<file path="src/rtl/assert_macros.svh">
// ----------------------------------------------------------------------------
// assert_macros.svh
// Assertion macros shared by the RTL files of the line framer.
// ----------------------------------------------------------------------------
`ifndef ASSERT_MACROS_SVH
`define ASSERT_MACROS_SVH

// Clocked assertion, disabled while reset is applied.
`define ASSERT_CLK(label, prop, msg) \
    label: assert property (@(posedge clk) disable iff (!rst_n) (prop)) \
        else $error(msg);

// Implication whose consequent is checked in the cycle after the antecedent.
`define ASSERT_NEXT(label, ante, cons, msg) \
    label: assert property (@(posedge clk) disable iff (!rst_n) \
        (ante) |=> (cons)) else $error(msg);

`endif

</file>
<file path="src/rtl/mlf_pkg.sv">
// ----------------------------------------------------------------------------
// mlf_pkg
// Types and constants of the meter line framer and checksum unit.
// ----------------------------------------------------------------------------
package mlf_pkg;

    localparam int LINE_CAPACITY = 128;
    localparam int POS_W         = $clog2(LINE_CAPACITY);
    localparam int BYTE_W        = 8;
    localparam int CK_W          = 6;
    localparam int Q_DEPTH       = 2;
    localparam int Q_AW          = $clog2(Q_DEPTH);
    localparam int Q_CW          = $clog2(Q_DEPTH + 1);

    localparam logic [BYTE_W-1:0] BYTE_NUL = 8'h00;
    localparam logic [BYTE_W-1:0] BYTE_STX = 8'h02;
    localparam logic [BYTE_W-1:0] BYTE_ETX = 8'h03;
    localparam logic [BYTE_W-1:0] BYTE_LF  = 8'h0A;
    localparam logic [BYTE_W-1:0] BYTE_CR  = 8'h0D;
    localparam logic [BYTE_W-1:0] CK_BIAS  = 8'h20;

    localparam logic [1:0] MODE_UNKNOWN = 2'd0;
    localparam logic [1:0] MODE_ONE     = 2'd1;
    localparam logic [1:0] MODE_TWO     = 2'd2;

    typedef struct packed {
        logic [BYTE_W-1:0] data;
        logic              line_end;
        logic              line_ok;
    } mlf_item_t;

    typedef struct packed {
        logic full;
        logic empty;
    } mlf_q_status_t;

endpackage

</file>
<file path="src/rtl/mlf_if.sv">
// ----------------------------------------------------------------------------
// mlf_if
// Valid/ready channels of the line framer: received bytes and results.
// ----------------------------------------------------------------------------
interface mlf_byte_if import mlf_pkg::*; ();
    logic              valid;
    logic              ready;
    logic [BYTE_W-1:0] rx_byte;

    modport source (output valid, output rx_byte, input ready);
    modport sink   (input valid, input rx_byte, output ready);
endinterface

interface mlf_result_if ();
    logic valid;
    logic ready;
    logic is_line_end;

    modport source (output valid, output is_line_end, input ready);
    modport sink   (input valid, input is_line_end, output ready);
endinterface

</file>
<file path="src/rtl/meter_line_framer_checksum_unit.sv">
// ----------------------------------------------------------------------------
// meter_line_framer_checksum_unit
// Teleinformation line framer with line checksum check.
//
// Channel rx carries one received byte per transfer; channel result carries
// one status bit per transfer: 0 for a byte taken as line data, 1 for a line
// end. CR, NUL, STX and ETX bytes are dropped and give no result. A line ends
// on LF or on a byte arriving at a full line store, which is then dropped.
// cfg_write_en/cfg_write_data write skip_check (1 = no checksum check).
// Throughput: one byte per cycle while the queue is not full. An accepted
// byte passes through the two-entry queue and then the output register,
// which drives result valid. When result stalls, the output register holds
// its result and rx.ready drops once the queue holds two bytes, at most two
// result-giving bytes after the stall begins; no result is lost. Reset
// clears line position, checksum state, detected mode and skip_check, and
// empties the queue and output stage.
// ----------------------------------------------------------------------------
module meter_line_framer_checksum_unit
    import mlf_pkg::*;
(
    input  logic         clk,
    input  logic         rst_n,
    input  logic         cfg_write_en,
    input  logic         cfg_write_data,
    mlf_byte_if.sink     rx,
    mlf_result_if.source result
);

    mlf_q_status_t q_status;
    mlf_item_t     push_item;
    mlf_item_t     pop_item;
    logic          push;
    logic          pop;

    mlf_front u_front (
        .clk       (clk),
        .rst_n     (rst_n),
        .rx        (rx),
        .q_status  (q_status),
        .push      (push),
        .push_item (push_item)
    );

    mlf_queue u_queue (
        .clk       (clk),
        .rst_n     (rst_n),
        .push      (push),
        .push_item (push_item),
        .pop       (pop),
        .pop_item  (pop_item),
        .status    (q_status)
    );

    mlf_back u_back (
        .clk            (clk),
        .rst_n          (rst_n),
        .cfg_write_en   (cfg_write_en),
        .cfg_write_data (cfg_write_data),
        .q_status       (q_status),
        .pop_item       (pop_item),
        .pop            (pop),
        .result         (result)
    );

endmodule

</file>
<file path="src/rtl/mlf_queue.sv">
// ----------------------------------------------------------------------------
// mlf_queue
// Two-entry queue between the classifying front and the checksum back.
// ----------------------------------------------------------------------------
`include "assert_macros.svh"

module mlf_queue
    import mlf_pkg::*;
(
    input  logic          clk,
    input  logic          rst_n,
    input  logic          push,
    input  mlf_item_t     push_item,
    input  logic          pop,
    output mlf_item_t     pop_item,
    output mlf_q_status_t status
);

    mlf_item_t       entry_reg [Q_DEPTH];
    logic [Q_AW-1:0] wr_ptr_reg;
    logic [Q_AW-1:0] rd_ptr_reg;
    logic [Q_CW-1:0] count_reg;
    logic [Q_CW-1:0] count_next;

    assign status.full  = (count_reg == Q_CW'(Q_DEPTH));
    assign status.empty = (count_reg == '0);
    assign pop_item     = entry_reg[rd_ptr_reg];

    always_comb
    begin
        count_next = count_reg;
        if (push && !pop)
        begin
            count_next = count_reg + 1'b1;
        end
        else if (pop && !push)
        begin
            count_next = count_reg - 1'b1;
        end
    end

    always_ff @(posedge clk or negedge rst_n)
    begin
        if (!rst_n)
        begin
            wr_ptr_reg <= '0;
            rd_ptr_reg <= '0;
            count_reg  <= '0;
        end
        else
        begin
            count_reg <= count_next;
            if (push)
            begin
                wr_ptr_reg <= wr_ptr_reg + 1'b1;
            end
            if (pop)
            begin
                rd_ptr_reg <= rd_ptr_reg + 1'b1;
            end
        end
    end

    always_ff @(posedge clk)
    begin
        if (push)
        begin
            entry_reg[wr_ptr_reg] <= push_item;
        end
    end

    `ASSERT_CLK(a_no_push_full, !(push && status.full && !pop), "push into full queue")
    `ASSERT_CLK(a_no_pop_empty, !(pop && status.empty), "pop from empty queue")

endmodule

</file>
<file path="src/rtl/mlf_front.sv">
// ----------------------------------------------------------------------------
// mlf_front
// Accepts received bytes, drops control bytes, tracks line position and
// marks line ends.
// ----------------------------------------------------------------------------
`include "assert_macros.svh"

module mlf_front
    import mlf_pkg::*;
(
    input  logic          clk,
    input  logic          rst_n,
    mlf_byte_if.sink      rx,
    input  mlf_q_status_t q_status,
    output logic          push,
    output mlf_item_t     push_item
);

    logic [POS_W-1:0] pos_reg;
    logic [POS_W-1:0] pos_next;
    logic             accept;
    logic             drop;

    assign rx.ready = !q_status.full;
    assign accept   = rx.valid && rx.ready;

    always_comb
    begin
        drop = rx.rx_byte inside {BYTE_CR, BYTE_NUL, BYTE_STX, BYTE_ETX};
        push_item.data     = rx.rx_byte;
        push_item.line_end = (rx.rx_byte == BYTE_LF) ||
                             (pos_reg >= POS_W'(LINE_CAPACITY - 1));
        push_item.line_ok  = (pos_reg >= POS_W'(2));
        push = accept && !drop;
        pos_next = pos_reg;
        if (push)
        begin
            pos_next = push_item.line_end ? '0 : pos_reg + 1'b1;
        end
    end

    always_ff @(posedge clk or negedge rst_n)
    begin
        if (!rst_n)
        begin
            pos_reg <= '0;
        end
        else
        begin
            pos_reg <= pos_next;
        end
    end

    `ASSERT_NEXT(a_eol_clears_pos, push && push_item.line_end, pos_reg == '0, "position kept")

endmodule

</file>
<file path="src/rtl/mlf_back.sv">
// ----------------------------------------------------------------------------
// mlf_back
// Running checksum, mode detection and the registered result stage.
// ----------------------------------------------------------------------------
`include "assert_macros.svh"

module mlf_back
    import mlf_pkg::*;
(
    input  logic          clk,
    input  logic          rst_n,
    input  logic          cfg_write_en,
    input  logic          cfg_write_data,
    input  mlf_q_status_t q_status,
    input  mlf_item_t     pop_item,
    output logic          pop,
    mlf_result_if.source  result
);

    logic              skip_reg;
    logic [CK_W-1:0]   sum_reg;
    logic [CK_W-1:0]   sum_next;
    logic [BYTE_W-1:0] last_reg;
    logic [BYTE_W-1:0] last_next;
    logic [CK_W-1:0]   prev_reg;
    logic [CK_W-1:0]   prev_next;
    logic [1:0]        mode_reg;
    logic [1:0]        mode_next;
    logic              valid_reg;
    logic              valid_next;
    logic              eol_reg;
    logic              eol_next;
    logic [CK_W-1:0]   with_sep;
    logic [BYTE_W-1:0] mode1_ck;
    logic [BYTE_W-1:0] mode2_ck;

    assign result.valid       = valid_reg;
    assign result.is_line_end = eol_reg;
    assign pop = !q_status.empty && (!valid_reg || result.ready);

    always_comb
    begin
        with_sep   = sum_reg - last_reg[CK_W-1:0];
        mode2_ck   = {2'b00, with_sep} + CK_BIAS;
        mode1_ck   = {2'b00, with_sep - prev_reg} + CK_BIAS;
        sum_next   = sum_reg;
        last_next  = last_reg;
        prev_next  = prev_reg;
        mode_next  = mode_reg;
        valid_next = valid_reg && !result.ready;
        eol_next   = eol_reg;
        if (pop)
        begin
            valid_next = 1'b1;
            eol_next   = pop_item.line_end;
            if (pop_item.line_end)
            begin
                if (!skip_reg && pop_item.line_ok)
                begin
                    if (mode1_ck == last_reg)
                    begin
                        mode_next = MODE_ONE;
                    end
                    else if (mode2_ck == last_reg)
                    begin
                        mode_next = MODE_TWO;
                    end
                end
                sum_next  = '0;
                last_next = '0;
                prev_next = '0;
            end
            else
            begin
                prev_next = last_reg[CK_W-1:0];
                last_next = pop_item.data;
                sum_next  = sum_reg + pop_item.data[CK_W-1:0];
            end
        end
    end

    always_ff @(posedge clk or negedge rst_n)
    begin
        if (!rst_n)
        begin
            skip_reg  <= 1'b0;
            sum_reg   <= '0;
            last_reg  <= '0;
            prev_reg  <= '0;
            mode_reg  <= MODE_UNKNOWN;
            valid_reg <= 1'b0;
        end
        else
        begin
            if (cfg_write_en)
            begin
                skip_reg <= cfg_write_data;
            end
            sum_reg   <= sum_next;
            last_reg  <= last_next;
            prev_reg  <= prev_next;
            mode_reg  <= mode_next;
            valid_reg <= valid_next;
        end
    end

    always_ff @(posedge clk)
    begin
        eol_reg <= eol_next;
    end

    `ASSERT_NEXT(a_pop_shows_result, pop, valid_reg, "popped item gave no result")

endmodule
</file>
<file path="src/flat_wrapper.sv">
// flat-port wrapper written by rule: the top's interface ports become plain ports
module meter_line_framer_checksum_unit_flat import mlf_pkg::*;
  (clk, rst_n, cfg_write_en, cfg_write_data, rx_valid, rx_rx_byte, rx_ready, result_valid, result_is_line_end, result_ready);
  mlf_byte_if rx_i ();
  mlf_result_if result_i ();
  input  logic clk;
  input  logic rst_n;
  input  logic cfg_write_en;
  input  logic cfg_write_data;
  input wire logic [$bits(rx_i.valid)-1:0] rx_valid;
  input wire logic [$bits(rx_i.rx_byte)-1:0] rx_rx_byte;
  output wire logic [$bits(rx_i.ready)-1:0] rx_ready;
  output wire logic [$bits(result_i.valid)-1:0] result_valid;
  output wire logic [$bits(result_i.is_line_end)-1:0] result_is_line_end;
  input wire logic [$bits(result_i.ready)-1:0] result_ready;
  assign rx_i.valid = rx_valid;
  assign rx_i.rx_byte = rx_rx_byte;
  assign rx_ready = rx_i.ready;
  assign result_valid = result_i.valid;
  assign result_is_line_end = result_i.is_line_end;
  assign result_i.ready = result_ready;
  meter_line_framer_checksum_unit u_core (.clk(clk), .rst_n(rst_n), .cfg_write_en(cfg_write_en), .cfg_write_data(cfg_write_data), .rx(rx_i), .result(result_i));
endmodule
</file>
<file path="config.mk">
export PLATFORM = sky130hd
export DESIGN_NAME = meter_line_framer_checksum_unit_flat
export DESIGN_NICKNAME = d
export VERILOG_FILES = /design/src/rtl/mlf_pkg.sv /design/src/rtl/mlf_if.sv /design/src/rtl/meter_line_framer_checksum_unit.sv /design/src/rtl/mlf_queue.sv /design/src/rtl/mlf_front.sv /design/src/rtl/mlf_back.sv /design/src/flat_wrapper.sv
export VERILOG_INCLUDE_DIRS = /design/src /design/src/rtl
export SDC_FILE = /design/constraint.sdc
export NUM_CORES = 1
export LEC_CHECK = 0
export BUFFER_PORTS_ARGS = -buffer_cell sky130_fd_sc_hd__buf_2
export CORE_MARGIN = 2
export CORE_UTILIZATION = 50
export CTS_CLUSTER_DIAMETER = 200
export DETAILED_ROUTE_END_ITERATION = 10
export PLACE_DENSITY = 0.85
export SLEW_MARGIN = 20
export SYNTH_ARGS = -nofsm -noshare
export SYNTH_HDL_FRONTEND = slang
export SYNTH_SLANG_ARGS = --single-unit
export TNS_END_PERCENT = 10
</file>
<file path="constraint.sdc">
create_clock -name clk -period 2.4 [get_ports clk]
set_input_delay 0.36 -clock clk [delete_from_list [all_inputs] [get_ports clk]]
set_output_delay 0.36 -clock clk [all_outputs]
set_load 0.01 [all_outputs]
</file>
# [After elaboration in Yosys (flattened, before gate mapping)]
# Memories as Yosys holds them, arrays and structs flattened. A register that Yosys moved wholly into a read port is not among the register bits.
# Index checks and enable logic that the tools add are counted.
[totals] ff_bits=12 ram_bits=20 in_bits=14 out_inout_bits=3 wordCells=43 n_memories=1
[mem_list] name="u_core.u_queue.entry_reg" words=2 word_bits=10 read_ports=1 rd_ports_with_merged_regs=1 write_ports=1 line_no="mlf_queue.sv:19" source="mlf_item_t entry_reg [Q_DEPTH];"
[classes] addsub=5 order_cmp=2 n_eq_ne=5 n_mux=6 n_reduce_logical=19
[op_table] cell="$eq 8x2->1 const B" count=2
[op_table] cell="$eq 8x4->1 const B" count=2
[op_table] cell="$logic_not 8->1" count=1
[op_table] cell="$add 7x1->7 const B" count=1
[op_table] cell="$ge 7x2->1 const B" count=1
[op_table] cell="$ge 7x7->1 const B" count=1
[op_table] cell="$logic_not 1->1" count=7
[op_table] cell="$mux 7" count=1
[op_table] cell="$logic_and 1x1->1" count=6
[op_table] cell="$mux 2" count=2
[op_table] cell="$reduce_bool 4->1" count=1
[op_table] cell="$mux 1" count=3
[op_table] cell="$add 1x1->1 const B" count=2
[op_table] cell="$add 2x1->2 const B" count=1
[op_table] cell="$eq 2x2->1 const B" count=1
[op_table] cell="$logic_not 2->1" count=1
[op_table] cell="$logic_or 1x1->1" count=2
[op_table] cell="$reduce_bool 2->1" count=1
[op_table] cell="$sub 2x1->2 const B" count=1

# [Logic depth before layout (Yosys ltp)]
[depth] ltp_word=8 depth_mapped=8

# [By module]
# A second synthesis with hierarchy kept.
[hier_totals] hier_cells=116 area_unflattened_um2=1550.2
[by_module_without_submodules] module="mlf_queue" n_inst=1 cells_each=47 area_each_um2=913.4 seq_area_each_um2=700.7
[by_module_without_submodules] module="mlf_front" n_inst=1 cells_each=63 area_each_um2=556.8 seq_area_each_um2=175.2
[by_module_without_submodules] module="mlf_back" n_inst=1 cells_each=6 area_each_um2=80.1 seq_area_each_um2=55.1

# [Worst setup path after synthesis]
# Ideal clock, no wire load.
[synth_timing] path_type="input port to flip-flop" start="input rx_rx_byte[5]" end="register u_core.u_queue.count_reg[1]" setup_time_ps=79 arrival_ps=1654 required_time_ps=2321 setup_slack_ps=667 stages=8 path_cell_list="nor4_4 -> inv_2 -> o211ai_4 -> inv_4 -> ha_1 -> xor2_1 -> nor2_1 -> xor2_1"
[synth_via] elab_chain_cells=7 elab_cells_between_ends=12 cone_classes="eq/ne: 3; mux: 1; reduce/logical: 8"
[synth_lines] item="start: declaration" line_no="flat_wrapper.sv:11" source="input wire logic [$bits(rx_i.rx_byte)-1:0] rx_rx_byte;"
[synth_lines] item="$eq 8x4->1, or another cell as far along" line_no="mlf_front.sv:29" source="drop = rx.rx_byte inside {BYTE_CR, BYTE_NUL, BYTE_STX, BYTE_ETX};"
[synth_lines] item="$reduce_bool 4->1 (*)" line_no="mlf_front.sv:29"
[synth_lines] item="$logic_not 1->1 (*)" line_no="mlf_front.sv:34" source="push = accept && !drop;"
[synth_lines] item="$logic_and 1x1->1 (*)" line_no="mlf_front.sv:34"
[synth_lines] item="via u_core.push" line_no="meter_line_framer_checksum_unit.sv:32" source="logic push;"
[synth_lines] item="$logic_not 1->1" line_no="mlf_queue.sv:36" source="else if (pop && !push)"
[synth_lines] item="$logic_and 1x1->1" line_no="mlf_queue.sv:36"
[synth_lines] item="$reduce_bool 2->1 (no line)"
[synth_lines] item="end signal: assignment" line_no="mlf_queue.sv:52" source="count_reg <= count_next;"
[synth_lines] item="end: declaration" line_no="mlf_queue.sv:22" source="logic [Q_CW-1:0] count_reg;"
# The timed path passes the listed nets; every way through them passes the cells marked *.
# A chain may end at the register's enable or synchronous reset.

# [Final worst setup path]
# Ends and elaborated chain as after synthesis.

==> impl_metrics.csv <==
group,metric,value,unit
run_status,status,"finished, final reports clean",
die,start_util,52.8,%
clocking,clkLatencyLatePin,0.28,ns
die,die_area,1900,sq um
clocking,htreeDepth,1,
synthesis,synth_area_per_cell,10.8,sq um
detailed_routing,wl_per_cell,12.8,microns
synthesis,synth_warnings,0,
detailed_routing,drt_first_pass_iters,4,
detailed_routing,drt_iter0_drc,8,
clocking,cts_tree,"built",
finish,nNetsFinal,109,
grt,grt_max_degree,13,
sta,final_max_slew_viol_count,0,
finish,ff_latch_area,390,sq um
sta,final_hold_viol_count,0,
synthesis,ys_types,28,
synthesis,syn_area,786,sq um
sta,tightestPinTransition,0.415,ns
power,irDropWorstVdd,0.721,mV
clocking,clock_tree.buffer_depth,2,
detailed_routing,drcViolationCount,0,
die,pin_count,17,
power,p_leak,0.423,nW
sta,fin_crit,1.70,ns
finish,syn_to_final_growth,16.2,%
job,drv_cap,0,
detailed_routing,drt-vias-per-instance,5.59,
clocking,cts_resized,0,
die,die_h,43.6,microns
synthesis,synth-seq-area-share,49.7,%
grt,antenna_found_initial,0,
sta,slew_headroom,72.0,%
worst_setup_path,worstSetupEndpointType,"flip-flop",
synthesis,syn_nets,89,
detailed_routing,routed_wl,1380,microns
finish,largest_reg_flops,7,
die,chipWidth,43.6,microns
grt,grt_pass1_wl,2470,microns
clocking,post_cts_buffers,0,
placed_design,placed_area,876,sq um
clocking,numClockSinks,15,
sta,fin_skew,0.00409,ns
clocking,cts_root_buf,"clkbuf_4",
clocking,cts_buffers,3,
sta,period_share,70.9,%
grt,grt_pass1_vias,603,
finish,layout-drive-gt1-share,31.5,%
worst_setup_path,required,2.62,ns
synthesis,ys_ff_latch,15,
grt,grt_usage,17.7,%
finish,nFillCells,116,
worst_setup_path,crit_path_start_kind,"primary input",
worst_setup_path,crit_type,"primary input to flip-flop",
worst_setup_path,arrival,1.92,ns
min_path,hold_class,"primary input to flip-flop",
grt,grt_overflow,0,
synthesis,synth_cells,73,
worst_setup_path,path_max_fanout,8,
finish,design_area,913,sq um
die,num_rows,14,
finish,diodes,0,
placed_design,io_buffer_count,14,
clocking,clk_pin_slew,0.09,ns
finish,multi_input_area,367,sq um
placed_design,gp_congestion,0.841,
worst_setup_path,slowest_stage,"o211ai_4",
sta,setup_tns,0,ns
sta,finalSetupViolCount,0,
detailed_routing,postRouteAntennaNets,0,
die,coreArea,1490,sq um
sta,fmax,588,MHz
worst_setup_path,cp_slowest_stage_delay,0.33,ns
placed_design,dp_hpwl,1050,microns
detailed_routing,vias,604,
sta,grt_setup_unrepaired,"false",
clocking,hold_buffers,1,
worst_setup_path,crit_chain,"buf_2, nor4_4, inv_2, o211ai_4, inv_4, ha_1, nor2_1, xor2_1",
power,pwr_density_cell,1070,nW/um^2
-- critical path: cells and delay by family --
family,cells,cell delay (ns)
AOI/OAI and AO/OA,1,0.33
xor gates and xnor gates,1,0.14
adders and majority gates,1,0.33
buffers and inverters,3,0.29
and+or+nand+nor,2,0.46
-- synthesized netlist by cell type --
cell type / count / area share (%)
edfxtp_1: 3 / 11
nand2_2: 1 / 0.80
o22ai_2: 1 / 1.6
o311ai_2: 1 / 2.1
and4b_1: 1 / 1.3
a41oi_2: 1 / 2.1
nor4_4: 1 / 2.7
a21oi_1: 3 / 1.9
dfrtp_1: 12 / 38
inv_2: 2 / 0.96
nand2_1: 7 / 3.3
xor2_1: 2 / 2.2
inv_4: 1 / 0.80
a21oi_2: 1 / 1.1
o21ai_0: 2 / 1.3
inv_1: 4 / 1.9
nand3_1: 5 / 3.2
nand4_1: 1 / 0.80
o21ai_1: 1 / 0.64
nor2_1: 9 / 4.3
xnor2_1: 3 / 3.3
o211ai_4: 1 / 2.7
a22o_1: 2 / 2.2
o311ai_1: 1 / 1.1
o21a_1: 1 / 0.96
mux2_2: 1 / 1.4
nand2b_1: 3 / 2.4
ha_1: 2 / 3.2
-- layout by cell type (no fill, tap or decap), types with 2 or more instances in the layout --
master	Yosys	layout
a21oi_1	3	3
a22o_1	2	2
buf_2	0	14
clkbuf_4	0	3
dfrtp_1	12	12
edfxtp_1	3	3
ha_1	2	2
inv_1	4	4
inv_2	2	2
nand2_1	7	7
nand2b_1	3	3
nand3_1	5	5
nor2_1	9	9
o21ai_0	2	2
xnor2_1	3	3
xor2_1	2	2
-- final cells by class --
class                      count  share of cell area, %
timing repair buffer          15                   8.77
multi-input combinational     51                   40.1
clock buffer                   3                   2.47
sequential                    15                   42.7
tap                           16                   2.19
clock inverter                 1                  0.548
inverter                       7                   3.15
-- per-stage QoR --
stage / hold slack (ns) / total power, mW / worst slack [ns] / cells / utilization, %
floorplan: 0.0644 / 0.739 / 0.667 / 73 / -
finish: 0.349 / 0.980 / 0.698 / 108 / 61.3
global placement: 0.252 / 0.817 / 0.412 / 103 / 58.8
detailed placement: 0.255 / 0.845 / 0.364 / 103 / 58.8
CTS: 0.340 / 0.996 / 0.668 / 108 / 61.3
global route: 0.344 / 1.07 / 0.582 / 108 / 61.3
-- routing by layer --
layer | track usage (%) | vias up | wire (microns)
li1 | - | 295 | -
met1 | 20.4 | 293 | 547
met2 | 29.7 | 13 | 755
met3 | 7.50 | 3 | 68
met4 | 5.45 | 0 | 8
met5 | 0 | - | 0
-- logic make-up (layout without fill, tap and decap cells) --
group	count (synthesis)	count (layout)	synth area share (%)
AND/OR/NAND/NOR	28	28	18.8
adder cells (fa/ha/maj)	2	2	3.18
buffers and inverters	7	26	3.66
XOR/XNOR	5	5	5.57
AO/OA/AOI/OAI	15	15	17.7
flip-flops	15	15	49.7
multiplexers	1	1	1.43
-- worst paths after layout --
check | startpoint | end | slack (ns) | depth (start not counted)
setup / recovery | rx_rx_byte[5] | u_core.u_queue.count_reg[1] | 0.70 | 8
hold reg to reg | u_core.u_queue.rd_ptr_reg | u_core.u_queue.rd_ptr_reg | 0.49 | 1
min in group asynchronous | rst_n | u_core.u_queue.rd_ptr_reg | 0.47 | 2
hold / removal | result_ready | u_core.u_back.result.valid | 0.35 | 3
setup reg to reg | u_core.u_queue.count_reg[0] | u_core.u_queue.count_reg[1] | 0.78 | 6
max in group asynchronous | rst_n | u_core.u_front.pos_reg[5] | 1.70 | 2
-- power by group --
| group | switching (mW) | leakage (nW) | internal (mW) | total, mW |
|---|---|---|---|---|
| Sequential | 0.0864 | 0.165 | 0.371 | 0.458 |
| Combinational | 0.199 | 0.240 | 0.179 | 0.379 |
| Clock | 0.0819 | 0.0177 | 0.0619 | 0.144 |
| Total | 0.368 | 0.423 | 0.613 | 0.980 |
Note: power is estimated with default switching activity, not from simulation.
